File: config.mk
export PLATFORM = sky130hd
export DESIGN_NAME = ecgs_ctrl
export DESIGN_NICKNAME = d
export VERILOG_FILES = /design/src/rtl/ecgs_pkg.sv /design/src/rtl/ecgs_ctrl.sv
export SDC_FILE = /design/constraint.sdc
export NUM_CORES = 1
export LEC_CHECK = 0
export BUFFER_PORTS_ARGS = -buffer_cell sky130_fd_sc_hd__buf_2
export CAP_MARGIN = 20
export CELL_PAD_IN_SITES_DETAIL_PLACEMENT = 1
export CELL_PAD_IN_SITES_GLOBAL_PLACEMENT = 1
export CORE_MARGIN = 2
export CORE_UTILIZATION = 29
export DETAILED_ROUTE_END_ITERATION = 8
export GPL_ROUTABILITY_DRIVEN = 0
export PLACE_DENSITY = 0.86
export SLEW_MARGIN = 30
export SYNTH_ARGS = -nofsm -noshare
export SYNTH_HDL_FRONTEND = slang
export SYNTH_SLANG_ARGS = --single-unit
File: constraint.sdc
create_clock -name clk -period 3.24 [get_ports clk]
set_input_delay 0.162 -clock clk [delete_from_list [all_inputs] [get_ports clk]]
set_output_delay 0.162 -clock clk [all_outputs]
set_load 0.005 [all_outputs]
File: src/rtl/ecgs_pkg.sv
`timescale 1ns / 1ps

package ecgs_pkg;

	// Field widths of the configuration port, the command beat and the result beat.
	localparam int CFG_W     = 7;
	localparam int CFG_IDX_W = 1;
	localparam int CMD_W     = 1;
	localparam int ROW_W     = 6;
	localparam int COL_W     = 6;
	localparam int RND_W     = 16;
	localparam int STATUS_W  = 2;
	localparam int OCC_W     = 13;
	localparam int EDGE_W    = 15;
	localparam int SUM_W     = 18;

	// Cell weight storage and the running weight of the random walk.
	localparam int WT_W  = 4;
	localparam int RUN_W = RND_W + 1;

	localparam logic [WT_W-1:0] OCCUPIED_MARK = 4'd9;
	localparam logic [WT_W-1:0] WEIGHT_CAP    = 4'd8;

	// Register indexes.
	localparam logic [CFG_IDX_W-1:0] REG_ROWS = 1'b0;
	localparam logic [CFG_IDX_W-1:0] REG_COLS = 1'b1;

	// Command codes.
	localparam logic [CMD_W-1:0] CMD_PLACE  = 1'b0;
	localparam logic [CMD_W-1:0] CMD_RANDOM = 1'b1;

	typedef enum logic [STATUS_W-1:0] {
		STATUS_OK       = 2'd0,
		STATUS_NO_CELL  = 2'd1,
		STATUS_RANGE    = 2'd2,
		STATUS_OFF_GRID = 2'd3
	} status_t;

	// Neighbor visiting order of an occupy operation.
	typedef enum logic [1:0] {
		NB_UP    = 2'd0,
		NB_LEFT  = 2'd1,
		NB_DOWN  = 2'd2,
		NB_RIGHT = 2'd3
	} nb_dir_t;

	typedef enum logic [3:0] {
		ST_CLEAR,
		ST_IDLE,
		ST_CHECK,
		ST_WALK,
		ST_TGT_RD,
		ST_TGT_WR,
		ST_NB_RD,
		ST_NB_WR,
		ST_RESP
	} state_t;

	// Commands from the controller to the datapath.
	typedef struct packed {
		logic clr_step;
		logic capture;
		logic check;
		logic walk_start;
		logic walk_step;
		logic walk_fail;
		logic tgt_rd;
		logic tgt_wr;
		logic nb_rd;
		logic nb_wr;
		logic nb_next;
		logic resp_load;
	} ctrl_cmd_t;

	// Status from the datapath to the controller.
	typedef struct packed {
		logic clr_done;
		logic is_random;
		logic edge_zero;
		logic rnd_big;
		logic off_grid;
		logic walk_found;
		logic walk_end;
		logic nb_ok;
		logic nb_last;
		logic out_free;
	} dp_stat_t;

endpackage

File: src/rtl/ecgs_ctrl.sv
`timescale 1ns / 1ps

module ecgs_ctrl (
	input  logic                 clk,
	input  logic                 arst_n,
	input  logic                 cfg_we,
	input  logic                 in_valid,
	output logic                 in_ready,
	output ecgs_pkg::ctrl_cmd_t  cmd,
	input  ecgs_pkg::dp_stat_t   stat
);

	ecgs_pkg::state_t state_q;
	ecgs_pkg::state_t state_nxt;

	// State register.
	always_ff @(posedge clk or negedge arst_n) begin
		if (!arst_n) begin
			state_q <= ecgs_pkg::ST_CLEAR;
		end else begin
			state_q <= state_nxt;
		end
	end

	// Next state. A register write always restarts the clearing pass.
	always_comb begin
		state_nxt = state_q;
		unique case (state_q)
			ecgs_pkg::ST_CLEAR: begin
				if (stat.clr_done) state_nxt = ecgs_pkg::ST_IDLE;
			end
			ecgs_pkg::ST_IDLE: begin
				if (in_valid) state_nxt = ecgs_pkg::ST_CHECK;
			end
			ecgs_pkg::ST_CHECK: begin
				if (stat.is_random) begin
					if (stat.edge_zero || stat.rnd_big) state_nxt = ecgs_pkg::ST_RESP;
					else state_nxt = ecgs_pkg::ST_WALK;
				end else begin
					if (stat.off_grid) state_nxt = ecgs_pkg::ST_RESP;
					else state_nxt = ecgs_pkg::ST_TGT_RD;
				end
			end
			ecgs_pkg::ST_WALK: begin
				if (stat.walk_found) state_nxt = ecgs_pkg::ST_TGT_RD;
				else if (stat.walk_end) state_nxt = ecgs_pkg::ST_RESP;
			end
			ecgs_pkg::ST_TGT_RD: begin
				state_nxt = ecgs_pkg::ST_TGT_WR;
			end
			ecgs_pkg::ST_TGT_WR: begin
				state_nxt = ecgs_pkg::ST_NB_RD;
			end
			ecgs_pkg::ST_NB_RD: begin
				if (stat.nb_ok) state_nxt = ecgs_pkg::ST_NB_WR;
				else if (stat.nb_last) state_nxt = ecgs_pkg::ST_RESP;
			end
			ecgs_pkg::ST_NB_WR: begin
				if (stat.nb_last) state_nxt = ecgs_pkg::ST_RESP;
				else state_nxt = ecgs_pkg::ST_NB_RD;
			end
			ecgs_pkg::ST_RESP: begin
				if (stat.out_free) state_nxt = ecgs_pkg::ST_IDLE;
			end
			default: begin
				state_nxt = ecgs_pkg::ST_CLEAR;
			end
		endcase
		if (cfg_we) state_nxt = ecgs_pkg::ST_CLEAR;
	end

	// Commands to the datapath.
	always_comb begin
		cmd      = '0;
		in_ready = 1'b0;
		unique case (state_q)
			ecgs_pkg::ST_CLEAR: begin
				cmd.clr_step = 1'b1;
			end
			ecgs_pkg::ST_IDLE: begin
				in_ready    = 1'b1;
				cmd.capture = in_valid;
			end
			ecgs_pkg::ST_CHECK: begin
				cmd.check      = 1'b1;
				cmd.walk_start = stat.is_random && !stat.edge_zero && !stat.rnd_big;
			end
			ecgs_pkg::ST_WALK: begin
				cmd.walk_step = 1'b1;
				cmd.walk_fail = !stat.walk_found && stat.walk_end;
			end
			ecgs_pkg::ST_TGT_RD: begin
				cmd.tgt_rd = 1'b1;
			end
			ecgs_pkg::ST_TGT_WR: begin
				cmd.tgt_wr = 1'b1;
			end
			ecgs_pkg::ST_NB_RD: begin
				cmd.nb_rd   = stat.nb_ok;
				cmd.nb_next = !stat.nb_ok && !stat.nb_last;
			end
			ecgs_pkg::ST_NB_WR: begin
				cmd.nb_wr   = 1'b1;
				cmd.nb_next = !stat.nb_last;
			end
			ecgs_pkg::ST_RESP: begin
				cmd.resp_load = stat.out_free;
			end
			default: begin
				cmd = '0;
			end
		endcase
	end

endmodule

## After elaboration in Yosys (flattened, before gate mapping)

Cells that the tools add are included.

- Eq/ne operators: 13
- Muxes and demuxes: 24
- Reduce and logical (&&, ||, !) cells: 12

Operators with widths:

| kind | number |
|---|---|
| 2-to-1 mux 4 bit | 12 |
| one-hot mux 4 bit (9 select lines) | 1 |
| == test 4 x 3 -> 1 bit, second input constant | 4 |
| inequality test 3 bit, second input constant | 3 |
| == test 4 x 2 -> 1 bit, second input constant | 2 |
| 2-to-1 mux 1 bit | 8 |
| inequality test 4 bit, second input constant | 2 |
| logical NOT 1 bit | 5 |
| AND reduction 5 bit | 1 |
| == test 4 x 1 -> 1 bit, second input constant | 1 |
| == test 4 bit, second input constant | 1 |
| logical AND 1 bit | 4 |
| logical NOT 4 bit | 1 |
| 2-to-1 mux 2 bit | 2 |
| one-hot mux 1 bit (2 select lines) | 1 |
| logical OR 1 bit | 1 |

- Bits of input ports: 14
- Bits in registers: 4
- Output and inout port bits: 13

## Depth between registers and ports, before layout

- Depth in word-level cells: 5
- Depth in mapped cells: 6
- Depth with buffers taken out: 5

## Worst setup path after synthesis

Ideal clock, no wire load.

- Path type: register -> register
- Start: register state_q[2]
- End: register state_q[0]
- Data required time: 3.167 ns
- Arrival: 1.498 ns
- Path slack: 1.669 ns
- Period minus slack after synthesis: 1.571 ns
- Setup time: 0.073 ns
- Cell stages (with the launch flop): 7
- Cells stage by stage: dfrtp_1 > buf_6 > and2b_4 > a32oi_2 > o211ai_2 > or3_1 > a21oi_2

- Word-level cells in the longest chain between the ends: 3
- Elaborated cells between the ends (all ways): 17
- Those cells by class: 13 x eq/ne; 2 x mux; 2 x reduce/logical

RTL lines:

| element | RTL line | RTL |
|---|---|---|
| start: declaration | ecgs_ctrl.sv:13 | `ecgs_pkg::state_t state_q;` |
| start signal: assignment | ecgs_ctrl.sv:19 | `state_q <= ecgs_pkg::ST_CLEAR;` |
| start signal: assignment | ecgs_ctrl.sv:21 | `state_q <= state_nxt;` |
| == test 4 bit, or another cell as far along | ecgs_ctrl.sv:28 | `unique case (state_q)` |
| one-hot mux 4 bit (9 select lines), or another cell as far along | ecgs_ctrl.sv:28 |  |
| 2-to-1 mux 4 bit / AND reduction 5 bit (equally long branches) | - |  |

Parallel ways exist; a longest one is shown, timed or not.
A chain may end at the register's enable or synchronous reset.

## Final worst setup path

- Start: register state_q[1]
- End: register state_q[1]

Same word-level chain as after synthesis.

==> results_dict.tcl <==
set metrics [dict create \
    synthMuxAreaShare_pct 4.67 \
    via_per_inst 5.49 \
    synth-simple-area-share_pct 41.2 \
    syn_area_um2 455 \
    pre_cts_slack_ps 1350 \
    cts_inserted_buffers 3 \
    ys_seq_area_share_pct 22.0 \
    fin_worst_skew_ps 6.58 \
    reg.largest.list "state_q: 4 flops" \
    layout-drive-gt1-share_pct 39.8 \
    peakVddDrop_uv 246 \
    syn_inst 62 \
    cts_tree "done" \
    fin_crit_sh_pct 58.4 \
    path_clk_slew_ps 40 \
    grt_antenna_before_repair 0 \
    leakage_nw 0.306 \
    finalCriticalPeriod_ps 1890 \
    portBuffers 26 \
    p_sw_w 0.000179 \
    grt_max_degree 15 \
    fin_cells 104 \
    overflow 0 \
    fp.dieH_um 43.6 \
    cap_viol_max_count 0 \
    setup_slack_ps 1350 \
    clock-sinks 4 \
    htreeDepth 1 \
    core_um2 1490 \
    intPower_w 0.000204 \
    hold_violations 0 \
    synth_compound_area_share_pct 22.3 \
    power_w 0.000382 \
    final_common_cell "buf_2" \
    fp-row-count 14 \
    relSlewSlack_pct 65.0 \
    status "completed" \
    drv_slew 0 \
    ys_warn_count 0 \
    initial_core_util_pct 30.6 \
    top_register "state_q" \
    tns_ps 0 \
    drc_errors 0 \
    synth-seq-cells 4 \
    synth_cell_types 28 \
    cp.arrival_ps 2050 \
    power.share.sequential_pct 29.4 \
    cp-end-kind "register" \
    n_antenna_cell 0 \
    fin_util_pct 41.1 \
    p_comb_share_pct 52.8 \
    area_delta_synth_final_pct 34.3 \
    dr.first_iter.drc_count 6 \
    clk_latency_ps 250 \
    nNetsFinal 104 \
    totalWireLength_um 1500 \
    timing_worst_setup_path_type "reg2reg" \
    clkPwrFrac_pct 17.8 \
    final_antenna_net_count 0 \
    tightest_slew_ps 517 \
    min_path_type "in2reg" \
    rsz0062_at_grt "no" \
    dr.pass1.iters 4 \
    post_drt_wl_per_cell_um 14.4 \
    p_per_area_nw_per_um2 625 \
    dr_total_vias 571 \
    die-area_um2 1900 \
    ioPinCount 27 \
    synth_xor_area_share_pct 0 \
    cp_max_fo 13 \
    grt_use_total_pct 17.7 \
    final-setup-viol-count 0 \
    max-clock-path-buffers 2 \
    syn_nets 76 \
    start_kind "register" \
    grt_pass1_vias 583 \
    switching_share_pct 46.7 \
    placedCellCount 100 \
    largest_reg_flops 4 \
    synth_top_family_by_area "simple AND/OR/NAND/NOR gates" \
    synthAdderAreaFrac_pct 0 \
    root_buffer "clkbuf_4" \
    die_x_um 43.6 \
    fmax_mhz 528 \
    crit_required_ps 3400 \
    mostFrequentLayoutCells "buf_2 (26), nand2_1 (8), nor3_1 (6)" \
    avgSynthCellArea_um2 7.35 \
    grt_pass1_wl_um 2500 \
]
## power by group through the flow
stage / logic [W] / clock network (W) / registers (W)
after global placement: 0.000195 / 0 / 0.000110
after CTS: 0.000205 / 0.0000697 / 0.000111
after global routing: 0.000225 / 0.0000706 / 0.000118
after detailed placement: 0.000202 / 0 / 0.000112
final: 0.000202 / 0.0000680 / 0.000113
after floorplan: 0.000177 / 0 / 0.0000746
## cell families after synthesis
logic type,count (synthesis)
AOI/OAI and AO/OA,13
DFF,4
and+or+nand+nor,34
buffers and inverters,9
muxes,2
## synthesized netlist by cell type
master | n | share of area (%)
and2b_4 | 1 | 2.2
or4_4 | 1 | 2.5
mux2i_1 | 1 | 2.2
a32oi_2 | 1 | 3.6
inv_1 | 5 | 4.1
buf_2 | 3 | 3.3
mux2_2 | 1 | 2.5
a21oi_2 | 1 | 1.9
a21oi_1 | 5 | 5.5
o21ai_0 | 1 | 1.1
nand2_1 | 8 | 6.6
or3_1 | 1 | 1.4
nor3b_1 | 3 | 4.9
a31o_1 | 1 | 1.9
a2111oi_0 | 1 | 1.9
dfrtp_1 | 4 | 22
buf_6 | 1 | 2.5
nor2_1 | 5 | 4.1
nor3_1 | 6 | 6.6
and2_1 | 2 | 2.7
a221oi_1 | 1 | 1.9
nor4b_1 | 1 | 1.9
nor4_1 | 2 | 2.7
a211oi_1 | 1 | 1.6
nand3_1 | 1 | 1.1
and3_1 | 2 | 2.7
or2b_1 | 1 | 1.6
o211ai_2 | 1 | 2.7
## per-layer routing
| metal | GRT usage (%) | wire, um | up-vias | share of wire [%] |
|---|---|---|---|---|
| met5 | 0 | 0 | - | 0 |
| met4 | 10.3 | 33 | 0 | 2.2 |
| met3 | 1.67 | 48 | 2 | 3.2 |
| met2 | 31.5 | 802 | 15 | 53 |
| met1 | 20.2 | 619 | 276 | 41 |
| li1 | - | - | 278 | - |
## area by class of cell
| class | instances | area (um2) |
|---|---|---|
| Multi-Input combinational cell | 49 | 310 |
| Timing Repair Buffer | 27 | 140 |
| Tap cell | 16 | 20.0 |
| Fill cell | 198 | 877 |
| Clock buffer | 3 | 22.5 |
| Inverter | 5 | 18.8 |
| Sequential cell | 4 | 100 |
## path summary, 6_finish.rpt
| check | from | to | slack (ps) | depth (start not counted) |
|---|---|---|---|---|
| min in group asynchronous | arst_n | state_q[1] | 250 | 2 |
| max in group asynchronous | arst_n | state_q[0] | 2870 | 2 |
| worst min register to register | state_q[0] | state_q[0] | 730 | 2 |
| worst max register to register | state_q[1] | state_q[1] | 1350 | 5 |
| worst max-delay path | state_q[1] | state_q[1] | 1350 | 5 |
| worst min-delay path | cfg_we | state_q[0] | 120 | 2 |
## per-stage QoR
step | hold slack, ps | area (um2)
floorplan | -134 | 455
global placement | -29.6 | 579
detailed placement | -27.1 | 579
CTS | 113 | 612
global route | 131 | 612
finish | 120 | 612
## repair_timing
item	in CTS	in global routing
setup endpoints to repair	0	0
resized for setup	0	0
endpoints found under the hold margin	4	0
buffers inserted	0	0
hold buffers	1	0
## critical path, stage by stage, from the launching register on
cell and delay (ps):
dfrtp_1 560, nand2_1 170, or4_4 470, o211ai_2 290
nor4_1 100, a211oi_1 210
Power figures use the tool's default switching activity.
